File: src/rtl/mexp_pkg.sv
`timescale 1ns / 1ps
`default_nettype none

package mexp_pkg;

  // default widths of exponent and modulus
  localparam int DEF_EXP_BITS = 32;
  localparam int DEF_MOD_BITS = 30;

  // modulus after reset (a prime)
  localparam logic [63:0] MEXP_RESET_MODULUS = 64'd998244353;

endpackage : mexp_pkg

`default_nettype wire

File: src/rtl/modular_exponentiation.sv
`timescale 1ns / 1ps
`default_nettype none

// modular exponentiation: each input item (base, exponent) gives one output item
// power_result = base ^ exponent mod modulus, using right-to-left binary
// square-and-multiply. the modulus is a register written through cfg_wr_en /
// cfg_wr_data and resets to 998244353; write it only while the block is idle.
// every modular product runs on one shared interleaved shift-add-reduce unit
// that retires one multiplier bit per cycle. an item first reduces the base,
// then for each of the EXP_BITS exponent bits goes through a step state,
// multiplies when the bit is set and then squares, so the time per item
// depends on the number of set exponent bits. a last step state finds the
// exponent done, and the result is loaded into the output register once that
// register is free; the next item can be taken after that. a modulus below 2
// gives 0 without running any products. the input is stalled while an item
// is in work; a finished result sits in the output register so the next
// item can be taken while it waits.
module modular_exponentiation #(
  parameter int EXP_BITS = mexp_pkg::DEF_EXP_BITS,
  parameter int MOD_BITS = mexp_pkg::DEF_MOD_BITS
) (
  input  wire logic                clk,
  input  wire logic                rst_n,
  // configuration
  input  wire logic                cfg_wr_en,
  input  wire logic [MOD_BITS-1:0] cfg_wr_data,
  // input channel
  input  wire logic                in_valid,
  output logic                     in_stall,
  input  wire logic [MOD_BITS-1:0] in_base_value,
  input  wire logic [EXP_BITS-1:0] in_exponent,
  // output channel
  output logic                     out_valid,
  input  wire logic                out_stall,
  output logic [MOD_BITS-1:0]      out_power_result
);

  import mexp_pkg::*;

  localparam int CNT_W = (MOD_BITS > 1) ? $clog2(MOD_BITS) : 1;
  localparam int BIT_W = $clog2(EXP_BITS + 1);
  localparam logic [CNT_W-1:0] LAST_STEP = CNT_W'(MOD_BITS - 1);
  localparam logic [BIT_W-1:0] EXP_COUNT = BIT_W'(EXP_BITS);
  localparam logic [MOD_BITS-1:0] RESET_MOD = MOD_BITS'(MEXP_RESET_MODULUS);
  localparam logic [MOD_BITS-1:0] ONE = MOD_BITS'(1);

  typedef enum logic [2:0] {
    ST_IDLE,
    ST_REDUCE,
    ST_NEXT,
    ST_MUL,
    ST_SQR,
    ST_OUT
  } state_t;

  state_t state_r;

  // modulus register
  logic [MOD_BITS-1:0] modulus_r;

  // item working registers
  logic [EXP_BITS-1:0] exp_r;
  logic [BIT_W-1:0]    bits_left_r;
  logic [MOD_BITS-1:0] acc_r;       // running result
  logic [MOD_BITS-1:0] sq_r;        // running square of the base

  // shared modular multiplier: mm_acc = mm_acc*2 + ybit*mm_x, reduced each cycle
  logic [MOD_BITS-1:0] mm_acc_r;
  logic [MOD_BITS-1:0] mm_x_r;      // addend, always below the modulus
  logic [MOD_BITS-1:0] mm_y_r;      // multiplier, consumed msb first
  logic [CNT_W-1:0]    mm_cnt_r;

  // output register
  logic                out_valid_r;
  logic [MOD_BITS-1:0] out_result_r;

  // one step of the shared unit
  logic [MOD_BITS:0]   mod_ext;
  logic [MOD_BITS:0]   dbl;
  logic [MOD_BITS:0]   dbl_red;
  logic [MOD_BITS:0]   sum;
  logic [MOD_BITS:0]   sum_red;
  logic [MOD_BITS-1:0] mm_acc_nxt;
  logic                mm_last;
  logic                out_free;

  // product setup for the shared unit
  logic                mod_small;
  logic                mm_load;
  logic [MOD_BITS-1:0] mm_x_ld;
  logic [MOD_BITS-1:0] mm_y_ld;

  always_comb begin
    mod_ext    = {1'b0, modulus_r};
    dbl        = {mm_acc_r, 1'b0};
    dbl_red    = (dbl >= mod_ext) ? (dbl - mod_ext) : dbl;
    sum        = dbl_red + (mm_y_r[MOD_BITS-1] ? {1'b0, mm_x_r} : '0);
    sum_red    = (sum >= mod_ext) ? (sum - mod_ext) : sum;
    mm_acc_nxt = sum_red[MOD_BITS-1:0];
  end

  assign mm_last   = (mm_cnt_r == LAST_STEP);
  // degenerate modulus, everything is congruent to zero
  assign mod_small = (modulus_r < MOD_BITS'(2));
  // output register can take a new result this cycle
  assign out_free  = !out_valid_r || !out_stall;

  // the unit restarts when a product is set up, otherwise it keeps stepping
  always_comb begin
    mm_load = 1'b0;
    mm_x_ld = sq_r;
    mm_y_ld = sq_r;
    unique case (state_r)
      ST_IDLE: begin
        // base mod m computed as 1 * base
        mm_load = in_valid && !mod_small;
        mm_x_ld = ONE;
        mm_y_ld = in_base_value;
      end
      ST_NEXT: begin
        mm_load = 1'b1;
        mm_y_ld = exp_r[0] ? acc_r : sq_r;
      end
      // go straight on to squaring
      ST_MUL: mm_load = mm_last;
      default: mm_load = 1'b0;
    endcase
  end

  assign in_stall         = (state_r != ST_IDLE);
  assign out_valid        = out_valid_r;
  assign out_power_result = out_result_r;

  always_ff @(posedge clk) begin
    if (!rst_n) begin
      state_r     <= ST_IDLE;
      modulus_r   <= RESET_MOD;
      out_valid_r <= 1'b0;
    end else begin
      if (cfg_wr_en) begin
        modulus_r <= cfg_wr_data;
      end

      // new result loaded, or output item taken
      if (state_r == ST_OUT && out_free) begin
        out_valid_r <= 1'b1;
      end else if (out_valid_r && !out_stall) begin
        out_valid_r <= 1'b0;
      end

      if (mm_load) begin
        mm_acc_r <= '0;
        mm_x_r   <= mm_x_ld;
        mm_y_r   <= mm_y_ld;
        mm_cnt_r <= '0;
      end else begin
        mm_acc_r <= mm_acc_nxt;
        mm_y_r   <= {mm_y_r[MOD_BITS-2:0], 1'b0};
        mm_cnt_r <= mm_cnt_r + CNT_W'(1);
      end

      unique case (state_r)
        ST_IDLE: begin
          if (in_valid) begin
            exp_r <= in_exponent;
            if (mod_small) begin
              acc_r       <= '0;
              bits_left_r <= '0;
              state_r     <= ST_NEXT;
            end else begin
              acc_r       <= ONE;
              bits_left_r <= EXP_COUNT;
              state_r     <= ST_REDUCE;
            end
          end
        end

        ST_REDUCE: begin
          if (mm_last) begin
            sq_r    <= mm_acc_nxt;
            state_r <= ST_NEXT;
          end
        end

        ST_NEXT: begin
          if (bits_left_r == '0) begin
            state_r <= ST_OUT;
          end else if (exp_r[0]) begin
            state_r <= ST_MUL;
          end else begin
            state_r <= ST_SQR;
          end
        end

        ST_MUL: begin
          if (mm_last) begin
            acc_r   <= mm_acc_nxt;
            state_r <= ST_SQR;
          end
        end

        ST_SQR: begin
          if (mm_last) begin
            sq_r        <= mm_acc_nxt;
            exp_r       <= exp_r >> 1;
            bits_left_r <= bits_left_r - BIT_W'(1);
            state_r     <= ST_NEXT;
          end
        end

        ST_OUT: begin
          // wait here only if the previous result is still held
          if (out_free) begin
            out_result_r <= acc_r;
            state_r      <= ST_IDLE;
          end
        end

        default: begin
          state_r <= ST_IDLE;
        end
      endcase
    end
  end

endmodule : modular_exponentiation

`default_nettype wire
File: config.mk
export PLATFORM = sky130hd
export DESIGN_NAME = modular_exponentiation
export DESIGN_NICKNAME = d
export VERILOG_FILES = /design/src/rtl/mexp_pkg.sv /design/src/rtl/modular_exponentiation.sv
export SDC_FILE = /design/constraint.sdc
export NUM_CORES = 1
export LEC_CHECK = 0
export ABC_AREA = 1
export BUFFER_PORTS_ARGS = -buffer_cell sky130_fd_sc_hd__buf_2
export CAP_MARGIN = 30
export CORE_ASPECT_RATIO = 1.4
export CORE_MARGIN = 2
export CORE_UTILIZATION = 30
export CTS_BUF_LIST = sky130_fd_sc_hd__clkbuf_4 sky130_fd_sc_hd__clkbuf_8
export CTS_CLUSTER_DIAMETER = 40
export CTS_CLUSTER_SIZE = 12
export DETAILED_ROUTE_END_ITERATION = 7
export HOLD_SLACK_MARGIN = 0.1
export PLACE_DENSITY = 0.49
export SLEW_MARGIN = 10
export SYNTH_ARGS = -nofsm -noshare
export SYNTH_HDL_FRONTEND = slang
export SYNTH_SLANG_ARGS = --single-unit
File: constraint.sdc
create_clock -name clk -period 7.4 [get_ports clk]
set_input_delay 0.74 -clock clk [delete_from_list [all_inputs] [get_ports clk]]
set_output_delay 0.74 -clock clk [all_outputs]
set_load 0.05 [all_outputs]
==> results of run 1 <==
==> repair_timing <==
item | CTS | global route
gates resized for setup | 0 | 4
hold buffers | 0 | 0
endpoints found under the setup margin | 0 | 85
==> layout by cell type (no fill, tap or decap), drive strengths merged <==
cell,count
a211oi,1
a21boi,3
a21o,10
a21oi,130
a22oi,10
a31o,1
a31oi,22
a41oi,19
and2,1
and3,1
buf,164
bufinv,2
clkbuf,42
clkinv,15
clkinvlp,6
dfxtp,34
diode,1
edfxtp,223
fa,3
ha,95
inv,294
nand2,631
nand3,79
nand3b,6
nand4,16
nor2,267
nor3,17
nor3b,2
nor4,2
o2111ai,1
o211ai,4
o21a,3
o21ai,135
o21bai,18
o22ai,2
or2,6
xnor2,29
xor2,45
==> area by class of cell <==
class | instances | area, µm² | share of cell area [%]
diodes | 1 | 2.50 | 0.0128
clock buffers | 42 | 547 | 2.80
clock inverters | 23 | 204 | 1.04
inverters | 294 | 1100 | 5.65
multi-input cells | 1559 | 8410 | 43.0
flip-flops and latches | 257 | 7380 | 37.7
well taps | 735 | 920 | 4.70
repair buffers | 164 | 983 | 5.03
==> kinds of logic (layout without fill, tap and decap cells) <==
group / Yosys count / in the layout / share of synthesized area [%]
flip-flops: 257 / 257 / 43.0
other: 0 / 1 / 0
XOR/XNOR: 74 / 74 / 3.78
adder cells (fa/ha/maj): 98 / 98 / 7.29
AO/OA/AOI/OAI: 359 / 359 / 12.5
buffers and inverters: 355 / 523 / 8.16
AND/OR/NAND/NOR: 1028 / 1028 / 25.2
==> registers in the layout, summed over array words and instances, names as in the netlist <==
signal / count
acc_r: 30
modulus_r: 30
bits_left_r: 6
mm_acc_r: 30
mm_x_r: 30
out_valid: 1
sq_r: 30
mm_cnt_r: 5
out_power_result: 30
mm_y_r: 30
exp_r: 32
state_r: 3
==> critical path, delay by kind of cell (launching register included) <==
kind | cells | cell delay, ns
DFF | 1 | 0.32
AOI/OAI and AO/OA | 7 | 1.39
and+or+nand+nor | 18 | 2.58
adders and majority gates | 3 | 1.05
buffers and inverters | 10 | 1.29
==> per-layer routing <==
layer  up-vias  wire [µm]
met1      6982      25800
met4         2       2870
met2       364      27400
li1       7422          -
met3       103       2500
met5         -         17
==> worst max-delay path by stage <==
| stage | start | end | slack (ns) | depth (start not counted) |
|---|---|---|---|---|
| 5_1_grt | modulus_r[29] | mm_acc_r[5] | 0.03 | 38 |
| 2_1_floorplan | modulus_r[1] | acc_r[18] | 2.10 | 42 |
| 3_5_place_dp | mm_acc_r[27] | mm_acc_r[5] | 0.06 | 32 |
| 4_1_cts | mm_acc_r[27] | mm_acc_r[5] | 0.007 | 32 |
| 6_report | modulus_r[29] | mm_acc_r[5] | 0.45 | 38 |
| 3_3_place_gp | mm_acc_r[27] | mm_acc_r[4] | 0.05 | 32 |
==> metrics by stage <==
step                instances  hold slack [ns]
floorplan                2171            0.426
global placement         3008            0.437
detailed placement       3008            0.446
CTS                      3073            0.359
global route             3075            0.400
finish                   3075            0.391
==> metrics, run 1 <==
status finished clean; CTS Sinks 257; share of layout cells above drive strength 1 14.3%; final hold violation count 0; Finished Core Util 34.6%; Layout Nets 2507; Layout area overhead 14.1%; fillers 6085; Hold WC Path Type in2reg; Core ar. 56400 µm²; root buffer cell clkbuf_8; setup TNS 0 ns; worst slack at placement 0.0586 ns; reg2reg setup slack 0.45 ns; vias in the first global route 15200; min Tclk post-route 6.95 ns; most frequent cell after synthesis nand2_1; CP peak stage delay 0.44 ns; CP startpoint kind flip-flop; IO Count 129; clk buf depth 3; #FFs+latches synth 257; Reg-to-Reg End mm_acc_r[5]; 1st-pass router iterations 5; met2 GRT Util 33.0%; initial antenna violation count 2; Initial Utilization 30.4%; per-cell routed wire length 19.1 µm; Routed Wire Length 58600 µm; r2r startpoint modulus_r[29]; Overall Global Routing Usage 19.8%; Worst Max-Slew Pin Slew 1.01 ns; Syn Nets 2366; DRT iter0 DRCs 989; antenna-violating nets left 0; R2R cell count 38; post-synth cell types 49; die area 59100 µm²; pin count of the biggest net entering global routing 78; max-cap violations 0; post-synth top area share 39.1%; Die Span X 206 µm; endpoints failing setup 0; FP Rows 103; Design Area, Final 19500 µm²; WHS Endpoint modulus_r[27]; Syn. warnings 0; first-pass GRT wire length 88500 µm; GP Congestion 0.978; clock slew at reported path FFs 0.07 ns; Min-Delay Startpoint cfg_wr_data[27]; CTS tree done; commonest cells in the synthesized netlist nand2_1, inv_1, nor2_1; nature of the critical path endpoint flip-flop; Die Height 287 µm; average cell area after synthesis 7.89 µm²; # DRC 0; Post-synth EDFFs 223; Vias 14900; GR Overflow Total 0; DP Area 18800 µm²; critical path's slowest cell nor2_1; Slew Limit Fails 0; cell taking the most area after synthesis edfxtp_1; port bufs 128; CTS H-tree depth 2; top post-synthesis cells by area edfxtp_1, nand2_1, ha_1, inv_1, nor2_1; post-DP HPWL 46800 µm; setup bufs post-CTS 0; fin worst setup slack 0.452 ns; critical path class reg2reg; GR peak layer met2; sequential share of the synthesized area 43.0%; RSZ-0062 raised after global routing no; ys flop type edfxtp_1; met3 usage 2.27%; Netlist Area Pre-Place 17100 µm²; met1 usage 25.6%; cell count after synthesis 2171; CTS Buf Count 36; Critical Path Fanout Max 35; Tcrit/Tclk final 93.9%; FMAX 144 MHz; WP data arrival 7.26 ns; clock latency at the later pin of the worst-skew pair 0.59 ns; hold path cells 3; Slew Limit Headroom 32.0%; Async SR Flop Fraction 0%; Critical Path RT 7.71 ns; Worst Clk Skew 0.0316 ns; vias per inst 4.84
Power of run 1 is not shown: default switching activity piles up to over one toggle a cycle in this logic, so the estimate is an artifact.
==> run 2, diff against run 1 <==
CELL_PAD_IN_SITES_DETAIL_PLACEMENT = 1   (was not set)
CELL_PAD_IN_SITES_GLOBAL_PLACEMENT = 1   (was not set)
PLACE_DENSITY = 0.6   (was 0.49)
==> run 2 against run 1 <==
Net effect: non-clock buffer count fell by 9; maximum frequency rose by 0.14%; via count rose by 1.0%; global-route usage rose by 0.66 points; routed wire length rose by 3.2%; die area did not move; critical path depth did not move; flip-flop and latch count did not move; worst setup slack improved by 0.0094 ns.
==> metrics, run 2 (same netlist as run 1, synthesis figures left out) <==
CP startpoint kind flip-flop; CTS tree done; commonest cells after routing, fill and taps aside nand2_1, inv_1, nor2_1; CTS Sinks 257; fillers 6882; 1st-pass router iterations 5; GP Congestion 0.933; cell mode on critical path nand2_1; max-cap violations 0; min Tclk post-route 6.94 ns; CTS Buf Count 38; RSZ-0062 raised after global routing no; vias per inst 4.90; nature of the critical path endpoint flip-flop; Worst Max-Slew Pin Slew 0.969 ns; WP data arrival 7.24 ns; root buffer cell clkbuf_8; critical path class reg2reg; Initial Utilization 30.4%; setup TNS 0 ns; port bufs 128; CP peak stage delay 0.55 ns; Vias 15000; status finished clean; CTS H-tree depth 2; vias in the first global route 16000; max reg flops 32; CTS Hold Bufs 0; first-pass GRT wire length 92200 µm; post-DP HPWL 48800 µm; Slew Limit Headroom 34.9%; Largest Register exp_r; DRT iter0 DRCs 666; Die Height 287 µm; pin count of the biggest net entering global routing 79; Min Hold Slack 0.396 ns; most common cell after layout, fill and taps aside nand2_1; # DRC 0; Slew Limit Fails 0; share of layout cells above drive strength 1 14.1%; die area 59100 µm²; Die Span X 206 µm; Layout Nets 2500; final hold violation count 0; Overall Global Routing Usage 20.5%; Routed Wire Length 60500 µm; Hold WC Path Type in2reg; Layout area overhead 14.2%; IO Count 129; per-cell routed wire length 19.7 µm; endpoints failing setup 0; fin worst setup slack 0.461 ns; critical path's slowest cell ha_1; clock latency at the later pin of the worst-skew pair 0.59 ns; initial antenna violation count 1; Core ar. 56400 µm²; worst slack at placement 0.124 ns; clk buf depth 3; antenna-violating nets left 0; FMAX 144 MHz; GR Overflow Total 0; FP Rows 103; Critical Path RT 7.70 ns; Critical Path Fanout Max 33; Tcrit/Tclk final 93.8%; clock slew at reported path FFs 0.08 ns; Worst Clk Skew 0.0259 ns; setup bufs post-CTS 0
run 2: final timing paths:
path	start	endpoint	slack (ns)	cells after the start
worst max-delay path	modulus_r[28]	acc_r[23]	0.46	38
worst min-delay path	cfg_wr_data[24]	modulus_r[24]	0.40	3
worst max register to register	modulus_r[28]	acc_r[23]	0.46	38
worst min register to register	acc_r[25]	out_power_result[25]	0.47	0
run 2: layout make-up:
type	count	area, µm²	share of cell area [%]
Multi-Input combinational cell	1559	8420	43.0
Sequential cell	257	7380	37.7
Inverter	294	1100	5.64
Tap cell	735	920	4.70
Timing Repair Buffer	155	866	4.43
Clock buffer	48	611	3.12
Clock inverter	20	269	1.38
Antenna cell	1	2.50	0.0128
run 2: worst max-delay path: cells and delay by family (launching register included):
kind	cells	cell delay [ns]
AOI/OAI and AO/OA	3	0.37
xor gates and xnor gates	1	0.31
adders and majority gates	3	1.42
buffers and inverters	5	0.85
DFF	1	0.34
and+or+nand+nor	26	3.32
run 2: what timing repair did:
item | in CTS | in global routing
endpoints found under the hold margin | 0 | 0
setup endpoints to repair | 0 | 56
gates resized for setup | 0 | 4
run 2: metrics by stage:
stage	cell area, µm²	utilization [%]	std cells
after floorplan	17100	-	2171
after global placement	18700	33.0	2999
after detailed placement	18700	33.1	3000
after CTS	19500	34.6	3068
after global routing	19600	34.7	3069
final	19600	34.7	3069
run 2: layer usage:
| layer | global-route usage [%] | wire, µm |
|---|---|---|
| met1 | 26.5 | 26800 |
| met2 | 34.8 | 28700 |
| met3 | 1.93 | 2270 |
| met4 | 8.55 | 2660 |
| met5 | 0 | 0 |
Power of run 2 is left out for the same reason.
==> run 3, diff against run 2 <==
ABC_AREA = 0   (was 1)
PLACE_DENSITY = 0.58   (was 0.6)
==> run 3 against run 2 <==
Net effect: synthesized area decreased by 2.7%; cell count is 3.9% lower; worst hold slack worse by 0.055 ns; die area decreased by 2.7%; non-clock buffer count increased by 344; global-route usage rose by 0.14 points; cell area grew 17%; synthesized cell count is 21% lower; utilization rose by 6.9 points; clock skew fell by 0.0038 ns; register-to-register slack got worse by 0.32 ns; flip-flop and latch count did not move.
==> metrics, run 3 <==
Tcrit/Tclk final 98.1%; initial antenna violation count 1; ys flop type edfxtp_1; DRT iter0 DRCs 569; post-synth top area share 40.2%; Layout Nets 2379; Post-Synth Simple-Gate Area 17.3%; antenna-violating nets left 0; Synth Area in XOR/XNOR 4.47%; FP Rows 102; post-DP HPWL 46000 µm; compound-cell area share of the yosys netlist 19.2%; multiplexer area fraction after synthesis 3.50%; Critical Path Fanout Max 6; CTS Buf Count 45; # DRC 0; 1st-pass router iterations 5; Syn Nets 1915; share of layout cells above drive strength 1 33.5%; Async SR Flop Fraction 0%; WP data arrival 7.70 ns; Syn. warnings 0; Hold WC Path Type in2reg; pin count of the biggest net entering global routing 84; RSZ-0062 raised after global routing yes; commonest cells in the synthesized netlist nand2_1, edfxtp_1, o21ai_0; first-pass GRT wire length 92000 µm; Die Span X 203 µm; Netlist Area Pre-Place 16700 µm²; root buffer cell clkbuf_8; clk buf depth 3; Vias 15000; largest family of logic cells by synthesized area compound AO/OA/AOI/OAI gates; Worst Clk Skew 0.0221 ns; min Tclk post-route 7.26 ns; Routed Wire Length 60700 µm; most frequent cell after synthesis nand2_1; Initial Utilization 30.2%; most common cell after layout, fill and taps aside buf_4; Slew Limit Headroom 37.2%; nature of the critical path endpoint flip-flop; clock slew at reported path FFs 0.08 ns; GR Overflow Total 0; post-synth cell types 77; commonest cells after routing, fill and taps aside buf_4, nand2_1, edfxtp_1; die area 57500 µm²; CTS H-tree depth 2; cell taking the most area after synthesis edfxtp_1; max-cap violations 0; Slew Limit Fails 0; cell count after synthesis 1720; Post-Synth Adder-Cell Area 7.49%; CTS tree done; sequential share of the synthesized area 44.2%; IO Count 129; Core ar. 55100 µm²; non-filler instance count after layout 2948; #FFs+latches synth 257; CTS Hold Bufs 0; Critical Path RT 7.84 ns; GP Congestion 0.887; Placed Instances 2819; port bufs 128; CP startpoint kind flip-flop; Overall Global Routing Usage 20.6%; max reg flops 32; Die Height 283 µm; Post-synth EDFFs 223; average cell area after synthesis 9.69 µm²; CP peak stage delay 0.55 ns; Worst Max-Slew Pin Slew 0.941 ns; per-cell routed wire length 20.6 µm; vias per inst 5.08; Layout area overhead 37.3%; status finished clean; vias in the first global route 16000; clock latency at the later pin of the worst-skew pair 0.63 ns; Largest Register exp_r; final hold violation count 0; top post-synthesis cells by area edfxtp_1, ha_1, nand2_1, dfxtp_1, o21ai_0; cell mode on critical path nand2_1; CTS Sinks 257; critical path class reg2reg; endpoints failing setup 0; FMAX 138 MHz; critical path's slowest cell or4_4
run 3: cell count changes after synthesis, sizes merged, moves of 32 or more:
| cell | delta |
|---|---|
| inv | -214 |
| nor2b | +32 |
| nand2 | -374 |
| o221ai | +32 |
| nand3 | -56 |
| nor2 | -174 |
| mux2i | +38 |
| and2 | +66 |
run 3: kinds of logic (layout without fill, tap and decap cells):
| logic type | count (synthesis) | count (layout) |
|---|---|---|
| xor gates and xnor gates | 85 | 85 |
| AOI/OAI and AO/OA | 469 | 470 |
| buffers and inverters | 160 | 657 |
| and+or+nand+nor | 595 | 595 |
| DFF | 257 | 257 |
| muxes | 56 | 56 |
| other | 0 | 2 |
| adders and majority gates | 98 | 98 |
run 3: metrics by stage:
stage / hold WS [ns] / setup WS, ns / util, % / instance area, µm² / TNS (ns)
final: 0.341 / 0.144 / 41.5 / 22900 / 0
after global routing: 0.331 / -0.0377 / 41.5 / 22900 / -0.164
after CTS: 0.284 / -0.00587 / 39.9 / 22000 / -0.00587
after detailed placement: 0.427 / -0.878 / 37.1 / 20400 / -65.20
after global placement: 0.426 / -0.670 / 37.1 / 20400 / -45.33
after floorplan: 0.417 / 0.0220 / - / 16700 / 0
run 3: worst paths after layout:
check	slack, ns	cells after the start	endpoint	start
setup / recovery	0.14	31	mm_acc_r[16]	mm_acc_r[10]
hold / removal	0.34	3	modulus_r[23]	cfg_wr_data[23]
hold reg to reg	0.44	0	out_power_result[0]	acc_r[0]
setup reg to reg	0.14	31	mm_acc_r[16]	mm_acc_r[10]
run 3: cell type report:
type / count / area (µm²)
Timing Repair Buffer: 499 / 3670
Multi-Input combinational cell: 1304 / 9620
Clock buffer: 53 / 692
Clock inverter: 28 / 329
Tap cell: 728 / 911
Inverter: 77 / 289
Antenna cell: 2 / 5.00
Fill cell: 6329 / 32200
Sequential cell: 257 / 7380
run 3: routing by layer:
metal / global-route usage (%) / part of all wire (%) / vias to the layer above
met1: 26.7 / 45 / 7423
met5: 0 / 0 / -
met2: 35.2 / 49 / 251
met4: 6.92 / 3.1 / 0
li1: - / - / 7216
met3: 2.71 / 3.2 / 93
run 3: worst max-delay path: cells and delay by family (launching register included):
kind                       cells  cell delay, ns
AOI/OAI and AO/OA             14            3.38
and+or+nand+nor                9            1.58
adders and majority gates      3            0.97
buffers and inverters          4            0.55
DFF                            1            0.49
xor gates and xnor gates       1            0.06
run 3: repair_timing:
item                       CTS  global route
pin swaps                   33            61
hold endpoints to repair     0             0
setup buffers               17            24
gates resized for setup     66           125
setup endpoints to repair   90            90
gates cloned                 4             2
Power of run 3 is left out for the same reason.
